<file path="config.mk">
export PLATFORM = sky130hd
export DESIGN_NAME = reed_solomon_parity_encoder
export DESIGN_NICKNAME = d
export VERILOG_FILES = /design/src/hw/rtl/rsp_pkg.sv /design/src/hw/rtl/reed_solomon_parity_encoder.sv /design/src/hw/rtl/rsp_front.sv /design/src/hw/rtl/rsp_fifo.sv /design/src/hw/rtl/rsp_back.sv
export SDC_FILE = /design/constraint.sdc
export NUM_CORES = 1
export LEC_CHECK = 0
export BUFFER_PORTS_ARGS = -buffer_cell sky130_fd_sc_hd__buf_2
export CORE_ASPECT_RATIO = 0.8
export CORE_MARGIN = 2
export CORE_UTILIZATION = 45
export CTS_BUF_LIST = sky130_fd_sc_hd__clkbuf_16
export CTS_CLUSTER_SIZE = 25
export DETAILED_ROUTE_END_ITERATION = 6
export GPL_TIMING_DRIVEN = 0
export PLACE_DENSITY_LB_ADDON = 0.15
export SLEW_MARGIN = 20
export SYNTH_ARGS = -nofsm -noshare
export SYNTH_HDL_FRONTEND = slang
export SYNTH_HIERARCHICAL = 1
export SYNTH_SLANG_ARGS = --single-unit
</file>
<file path="constraint.sdc">
create_clock -name clk -period 24.2 [get_ports clk]
set_input_delay 2.42 -clock clk [delete_from_list [all_inputs] [get_ports clk]]
set_output_delay 2.42 -clock clk [all_outputs]
set_load 0.005 [all_outputs]
</file>
<file path="src/hw/rtl/rsp_pkg.sv">
// rsp_pkg: shared constants and the gf(256) multiply for the parity encoder
// no dependencies
`default_nettype none

package rsp_pkg;

  localparam logic [7:0] GF_POLY_LOW = 8'h1D;
  localparam logic [7:0] GF_ALPHA    = 8'h02;
  localparam int unsigned QUEUE_DEPTH = 2;

  // gf(256) multiply, field polynomial 0x11d
  function automatic logic [7:0] gf_mul(input logic [7:0] a, input logic [7:0] b);
    logic [7:0] acc;
    acc = 8'd0;
    for (int k = 7; k >= 0; k--) begin
      acc = {acc[6:0], 1'b0} ^ (acc[7] ? GF_POLY_LOW : 8'd0);
      acc = acc ^ (b[k] ? a : 8'd0);
    end
    return acc;
  endfunction

endpackage

`default_nettype wire

</file>
<file path="src/hw/rtl/reed_solomon_parity_encoder.sv">
// reed_solomon_parity_encoder: systematic rs(gf256, 0x11d) parity generator, top level
// depends on rsp_pkg, rsp_front, rsp_fifo, rsp_back
//
// input stream: one data byte per request on s_tdata, s_tlast marks the last
// byte of a block. output stream: every data byte is echoed (m_tuser low),
// and after the last byte of a block the ECC_LEN parity bytes follow,
// highest-degree term first, with m_tuser high and m_tlast on the final one.
// the front updates the division register in the cycle a byte is accepted,
// through constant gf multipliers and xor trees, so one byte per cycle is
// taken while the queue has space. a QUEUE_DEPTH-entry queue carries each byte and,
// on a block end, the finished parity to the back, which owns the output register.
// each byte passes through the queue and then the back's output register.
// throughput: one output per cycle while the receiver is ready; a block of n bytes
// yields n + ECC_LEN output bytes, the parity burst being set by the single output port.
// reset clears the division register, the queue's pointers and count, and the back's m_tvalid and burst counter.
// when the receiver stalls, the output holds, the queue fills and s_tready
// drops until space frees up.
`default_nettype none

module reed_solomon_parity_encoder #(
  parameter int ECC_LEN = 18
) (
  input  wire logic       clk,
  input  wire logic       rst,
  input  wire logic       s_tvalid,
  output logic            s_tready,
  input  wire logic [7:0] s_tdata,   // data_byte
  input  wire logic       s_tlast,   // block_end
  output logic            m_tvalid,
  input  wire logic       m_tready,
  output logic [7:0]      m_tdata,   // out_byte
  output logic            m_tuser,   // is_parity
  output logic            m_tlast    // burst_end
);
  import rsp_pkg::*;

  localparam int EW = ECC_LEN * 8 + 9;

  logic          q_push;
  logic          q_pop;
  logic          q_full;
  logic          q_empty;
  logic [EW-1:0] q_wdata;
  logic [EW-1:0] q_rdata;

  rsp_front #(.ECC_LEN(ECC_LEN)) u_front (
    .clk      (clk),
    .rst      (rst),
    .s_tvalid (s_tvalid),
    .s_tready (s_tready),
    .s_tdata  (s_tdata),
    .s_tlast  (s_tlast),
    .q_full   (q_full),
    .q_push   (q_push),
    .q_wdata  (q_wdata)
  );

  rsp_fifo #(.WIDTH(EW), .DEPTH(QUEUE_DEPTH)) u_fifo (
    .clk   (clk),
    .rst   (rst),
    .push  (q_push),
    .wdata (q_wdata),
    .full  (q_full),
    .pop   (q_pop),
    .rdata (q_rdata),
    .empty (q_empty)
  );

  rsp_back #(.ECC_LEN(ECC_LEN)) u_back (
    .clk      (clk),
    .rst      (rst),
    .q_empty  (q_empty),
    .q_rdata  (q_rdata),
    .q_pop    (q_pop),
    .m_tvalid (m_tvalid),
    .m_tready (m_tready),
    .m_tdata  (m_tdata),
    .m_tuser  (m_tuser),
    .m_tlast  (m_tlast)
  );

endmodule

`default_nettype wire

</file>
<file path="src/hw/rtl/rsp_front.sv">
// rsp_front: accepts data bytes and runs the rs division register
// depends on rsp_pkg; feeds requests into rsp_fifo
`default_nettype none

module rsp_front #(
  parameter int ECC_LEN = 18
) (
  input  wire logic                   clk,
  input  wire logic                   rst,
  input  wire logic                   s_tvalid,
  output logic                        s_tready,
  input  wire logic [7:0]             s_tdata,   // data_byte
  input  wire logic                   s_tlast,   // block_end
  input  wire logic                   q_full,
  output logic                        q_push,
  output logic [ECC_LEN*8+8:0]        q_wdata    // data_byte, block_end, parity bytes
);
  import rsp_pkg::*;

  localparam int PW = ECC_LEN * 8;

  // generator coefficients, lowest index in the lowest byte
  function automatic logic [PW-1:0] gen_poly();
    logic [PW-1:0] g;
    logic [7:0]    root;
    g = '0;
    g[(ECC_LEN-1)*8 +: 8] = 8'd1;
    root = 8'd1;
    for (int i = 0; i < ECC_LEN; i++) begin
      for (int j = 0; j < ECC_LEN; j++) begin
        g[j*8 +: 8] = gf_mul(g[j*8 +: 8], root);
        if (j + 1 < ECC_LEN) begin
          g[j*8 +: 8] = g[j*8 +: 8] ^ g[(j+1)*8 +: 8];
        end
      end
      root = gf_mul(root, GF_ALPHA);
    end
    return g;
  endfunction

  localparam logic [PW-1:0] GEN = gen_poly();

  logic [PW-1:0] par;
  logic [PW-1:0] par_next;
  logic [7:0]    factor;

  assign s_tready = !q_full;
  assign q_push   = s_tvalid && s_tready;
  assign factor   = s_tdata ^ par[7:0];

  always_comb begin
    for (int i = 0; i < ECC_LEN; i++) begin
      if (i + 1 < ECC_LEN) begin
        par_next[i*8 +: 8] = par[(i+1)*8 +: 8] ^ gf_mul(GEN[i*8 +: 8], factor);
      end else begin
        par_next[i*8 +: 8] = gf_mul(GEN[i*8 +: 8], factor);
      end
    end
  end

  assign q_wdata = {par_next, s_tlast, s_tdata};

  always_ff @(posedge clk) begin
    if (rst) begin
      par <= '0;
    end else if (q_push) begin
      par <= s_tlast ? '0 : par_next;
    end
  end

endmodule

`default_nettype wire

</file>
<file path="src/hw/rtl/rsp_fifo.sv">
// rsp_fifo: short request queue between front and back
// no dependencies
`default_nettype none

module rsp_fifo #(
  parameter int WIDTH = 153,
  parameter int DEPTH = 2
) (
  input  wire logic             clk,
  input  wire logic             rst,
  input  wire logic             push,
  input  wire logic [WIDTH-1:0] wdata,
  output logic                  full,
  input  wire logic             pop,
  output logic [WIDTH-1:0]      rdata,
  output logic                  empty
);

  localparam int AW = (DEPTH > 1) ? $clog2(DEPTH) : 1;
  localparam int CW = $clog2(DEPTH + 1);

  logic [WIDTH-1:0] mem [DEPTH];
  logic [AW-1:0]    wr_ptr;
  logic [AW-1:0]    rd_ptr;
  logic [CW-1:0]    count;

  assign full  = (count == CW'(DEPTH));
  assign empty = (count == '0);
  assign rdata = mem[rd_ptr];

  always_ff @(posedge clk) begin
    if (push) begin
      mem[wr_ptr] <= wdata;
    end
  end

  always_ff @(posedge clk) begin
    if (rst) begin
      wr_ptr <= '0;
      rd_ptr <= '0;
      count  <= '0;
    end else begin
      if (push) begin
        wr_ptr <= (wr_ptr == AW'(DEPTH - 1)) ? '0 : wr_ptr + 1'b1;
      end
      if (pop) begin
        rd_ptr <= (rd_ptr == AW'(DEPTH - 1)) ? '0 : rd_ptr + 1'b1;
      end
      if (push && !pop) begin
        count <= count + 1'b1;
      end else if (pop && !push) begin
        count <= count - 1'b1;
      end
    end
  end

endmodule

`default_nettype wire

</file>
<file path="src/hw/rtl/rsp_back.sv">
// rsp_back: drains requests, echoes bytes and plays out the parity burst
// consumes requests from rsp_fifo
`default_nettype none

module rsp_back #(
  parameter int ECC_LEN = 18
) (
  input  wire logic                clk,
  input  wire logic                rst,
  input  wire logic                q_empty,
  input  wire logic [ECC_LEN*8+8:0] q_rdata,  // data_byte, block_end, parity bytes
  output logic                     q_pop,
  output logic                     m_tvalid,
  input  wire logic                m_tready,
  output logic [7:0]               m_tdata,   // out_byte
  output logic                     m_tuser,   // is_parity
  output logic                     m_tlast    // burst_end
);

  localparam int PW = ECC_LEN * 8;
  localparam int CW = $clog2(ECC_LEN + 1);

  logic [PW-1:0] par;
  logic [CW-1:0] cnt;
  logic          adv;

  assign adv   = !m_tvalid || m_tready;
  assign q_pop = adv && (cnt == '0) && !q_empty;

  always_ff @(posedge clk) begin
    if (adv) begin
      if (cnt != '0) begin
        m_tdata <= par[7:0];
        m_tuser <= 1'b1;
        m_tlast <= (cnt == CW'(1));
        par     <= {8'd0, par[PW-1:8]};
      end else if (!q_empty) begin
        m_tdata <= q_rdata[7:0];
        m_tuser <= 1'b0;
        m_tlast <= 1'b0;
        par     <= q_rdata[PW+8:9];
      end
    end
  end

  always_ff @(posedge clk) begin
    if (rst) begin
      m_tvalid <= 1'b0;
      cnt      <= '0;
    end else if (adv) begin
      if (cnt != '0) begin
        m_tvalid <= 1'b1;
        cnt      <= cnt - 1'b1;
      end else if (!q_empty) begin
        m_tvalid <= 1'b1;
        cnt      <= q_rdata[8] ? CW'(ECC_LEN) : '0;
      end else begin
        m_tvalid <= 1'b0;
      end
    end
  end

endmodule

`default_nettype wire
</file>
==> qor.csv <==
stage,metric,value,unit
cts,clock edge transition at the registers on the reported setup and hold paths,60,ps
sta,post-route minimum period,4901,ps
global_routing,antenna violations before repair,1,
synthesis,net count after synthesis,1883,
synthesis,number of distinct standard cells referenced by the synthesized netlist,43,
cts,total of cells resized after clock tree synthesis,0,
worst_setup_path,worst-path fanout max,5,
floorplanning,Starting Density,0.4555,
sta,max-slew violation count,0,
synthesis,leading post-synthesis cells by cell area,"sky130_fd_sc_hd__edfxtp_1 52%, sky130_fd_sc_hd__dfxtp_1 12%, sky130_fd_sc_hd__nand2_1 6.1%",
sta,setup violators final,0,
cts,total clock sinks,615,
sta,final sum of negative setup slack,0,ps
worst_setup_path,sort of element at the end of the critical path,flip-flop,
synthesis,Post-Synth XOR/XNOR Area,0.1252,
cts,Hold Buf Count CTS,0,
synthesis,syn_area_per_cell,14.19,µm²
cts,latest clock arrival within the worst-skew pair,630,ps
finish,fraction of final layout cells sized beyond drive strength 1,0.1889,
placement,total of buffers placed on input and output ports,24,
finish,diodes inserted,0,
synthesis,leading register cell type out of synthesis,sky130_fd_sc_hd__edfxtp_1,
sta,RSZ-0062 raised after global routing,false,
worst_setup_path,cell mode on critical path,sky130_fd_sc_hd__xor2_1,
floorplanning,Chip Width,275.2,µm
floorplanning,Row Count,79,
synthesis,number of flops mapped to enable cells by yosys,460,
floorplanning,IO Pins,25,
synthesis,fraction of the yosys area taken by sequential cells,0.6389,
worst_setup_path,cell-by-cell listing of the critical path,"buf_2, xor2_1, xnor3_1, xnor2_1, xor2_1, a22o_1",
floorplanning,total die area,60810,µm²
routing,ratio of routed vias to standard cells,5.257,
synthesis,register bit total from synthesis,615,
routing,DRT iter0 DRCs,1303,
global_routing,pin count of the biggest net entering global routing,49,
finish,fill cell count,4904,
global_routing,vias in the first global route,14710,
sta,actual slew at the worst max-slew pin,1082,ps
cts,deepest clock path buffer count,3,
sta,Final Cycle Share,0.2025,
worst_setup_path,"Largest stage delay, worst path",890,ps
cts,buffer type at the clock tree root,sky130_fd_sc_hd__clkbuf_16,
floorplanning,Die H,221.0,µm
hold_path,Hold Crit Class,flip-flop to flip-flop,
synthesis,cell accounting for the most synthesized area,sky130_fd_sc_hd__edfxtp_1,
synthesis,multiplexer area fraction after synthesis,0.07542,
cts,number of buffers created by CTS,60,
routing,number of iterations in the first detailed-routing pass,5,
worst_setup_path,slowest stage cell on the critical path,sky130_fd_sc_hd__xnor2_1,
finish,synthesis-to-layout area growth,13.35,%
synthesis,main combinational cell family by area after synthesis,XOR/XNOR gates,
routing,Detailed Route WL,62.26,mm
routing,DRC violations left,0,
synthesis,"basic-gate share of the synthesized area counting and, or, nand and nor cells",0.08270,
global_routing,first-pass GRT wire length,93.40,mm
worst_setup_path,WS Path Type,primary input to flip-flop,
sta,Max Freq,0.2041,GHz
sta,Rel. slew slack,0.2751,
cts,setup fix buffers added after clock tree synthesis,0,
synthesis,cell count after synthesis,1866,
synthesis,adder and majority gate portion of the synthesized area,0.001890,
cts,CTS HTree Levels,2,
placement,weighted congestion at the end of routability-driven global placement,0.8280,
sta,"Hold Violations, Final",0,
worst_setup_path,startpoint types,primary input,
routing,post-DR wirelength/cell,22.31,µm
synthesis,share of the synthesized area in compound gates (AO/OA/AOI/OAI),0.04740,
worst_setup_path,Worst Path Required,24700,ps
routing,DR vias,14670,
sta,setup clock skew after layout,30.62,ps
floorplanning,core area,58120,µm²
run_status,status,"finished, final reports clean",
job,Max-Cap Viols,0,
synthesis,share of synthesized registers carrying an async set or reset,0,
global_routing,GRT Total Usage,0.2072,
routing,remaining antenna violation count after routing,0,
placement,half-perimeter wire length after detailed placement,43.56,mm
synthesis,warnings from Yosys,6,
worst_setup_path,data arrival time of the critical path,5400,ps
global_routing,final global-route overflow total,0,
cts,CTS tree,yes,
synthesis,Netlist Area Pre-Place,26480,µm²
synthesis,share of the synthesized area in the top cell type,0.5217,
finish,count of nets after finishing,1988,
[flip-flops by register name, indices dropped and copies added, names as in the netlist, named ones only]
| signal | cells |
|---|---|
| u_fifo/count | 2 |
| u_back/m_tdata | 8 |
| u_back/par | 144 |
| u_back/m_tvalid | 1 |
| u_front/par | 144 |
| u_fifo/mem | 306 |
| u_fifo/rd_ptr | 1 |
| u_back/m_tuser | 1 |
| u_back/m_tlast | 1 |
| u_back/cnt | 5 |
| u_fifo/wr_ptr | 1 |
[metrics by stage]
stage          setup WS, ps  instances  hold WS [ps]  utilization  instance area [µm²]
2_1_floorplan         13350       1866         444.2            -                26480
3_3_place_gp           8804       2659         457.8       0.4742                27560
3_5_place_dp          18690       2678         464.2       0.4828                28060
4_1_cts               19320       2791         482.0       0.5162                30000
5_1_grt               19240       2791         498.9       0.5164                30010
6_report              19300       2791         483.6       0.5164                30010
[cell type report]
class,count,area (µm²),share of cell area
flip-flops and latches,615,16920,0.5636
multi-input cells,1135,8862,0.2953
clock buffers,61,1526,0.05086
well taps,769,962.2,0.03206
plain buffers,109,726.9,0.02422
repair buffers,43,578.1,0.01926
clock inverters,52,414.1,0.01380
inverters,7,26.28,0.0008755
[critical path, delay by kind of cell]
kind	cells	cell delay (ps)
AO/OA/AOI/OAI	1	280
XOR/XNOR	4	2520
buffers and inverters	1	160
[cell usage after synthesis (all sizes together), types with 9 or more instances]
cell type	number
dfxtp	155
a22o	51
nand2	433
edfxtp	460
clkbuf	40
buf	69
and2	9
xnor2	159
nor2	103
mux2	154
xor2	41
xnor3	37
a22oi	95
xor3	21
[worst paths after layout]
path	from	depth (start not counted)	slack, ps	end
setup / recovery	s_tdata[3]	6	19300	u_front/par[86]
hold / removal	u_front/par[137]	1	480	u_front/par[137]
setup reg to reg	u_front/par[3]	5	20850	u_front/par[86]
hold reg to reg	u_front/par[137]	1	480	u_front/par[137]
[kinds of logic (layout without fill, tap and decap cells)]
family / Yosys count / after routing
and+or+nand+nor: 560 / 560
buffers and inverters: 116 / 272
xor gates and xnor gates: 258 / 258
AOI/OAI and AO/OA: 159 / 159
DFF: 615 / 615
muxes: 154 / 154
adders and majority gates: 4 / 4
[per-layer routing]
layer  vias to the layer above  GRT usage  share of wire
li1                       6819          -              -
met1                      7452     0.3223           0.50
met2                       320     0.3043           0.44
met3                        79    0.03288          0.050
met4                         2    0.04551          0.016
met5                         -   0.009569         0.0012
[placed cells by master (no fill, tap or decap), drive strengths merged, types with 2 or more instances in the layout]
cell,netlist,layout
edfxtp,460,460
nand2,433,433
xnor2,159,159
dfxtp,155,155
mux2,154,154
buf,69,112
nor2,103,103
clkbuf,40,101
a22oi,95,95
a22o,51,51
xor2,41,41
xnor3,37,37
inv,7,25
clkinv,0,23
xor3,21,21
and2,9,9
bufinv,0,7
clkinvlp,0,4
ha,4,4
o21ai,3,3
nor2b,3,3
a21oi,3,3
nor3,3,3
or3,2,2
or4,2,2
a31oi,2,2
Power is not shown: default switching activity piles up to over one toggle a cycle in this logic, so the estimate is an artifact.
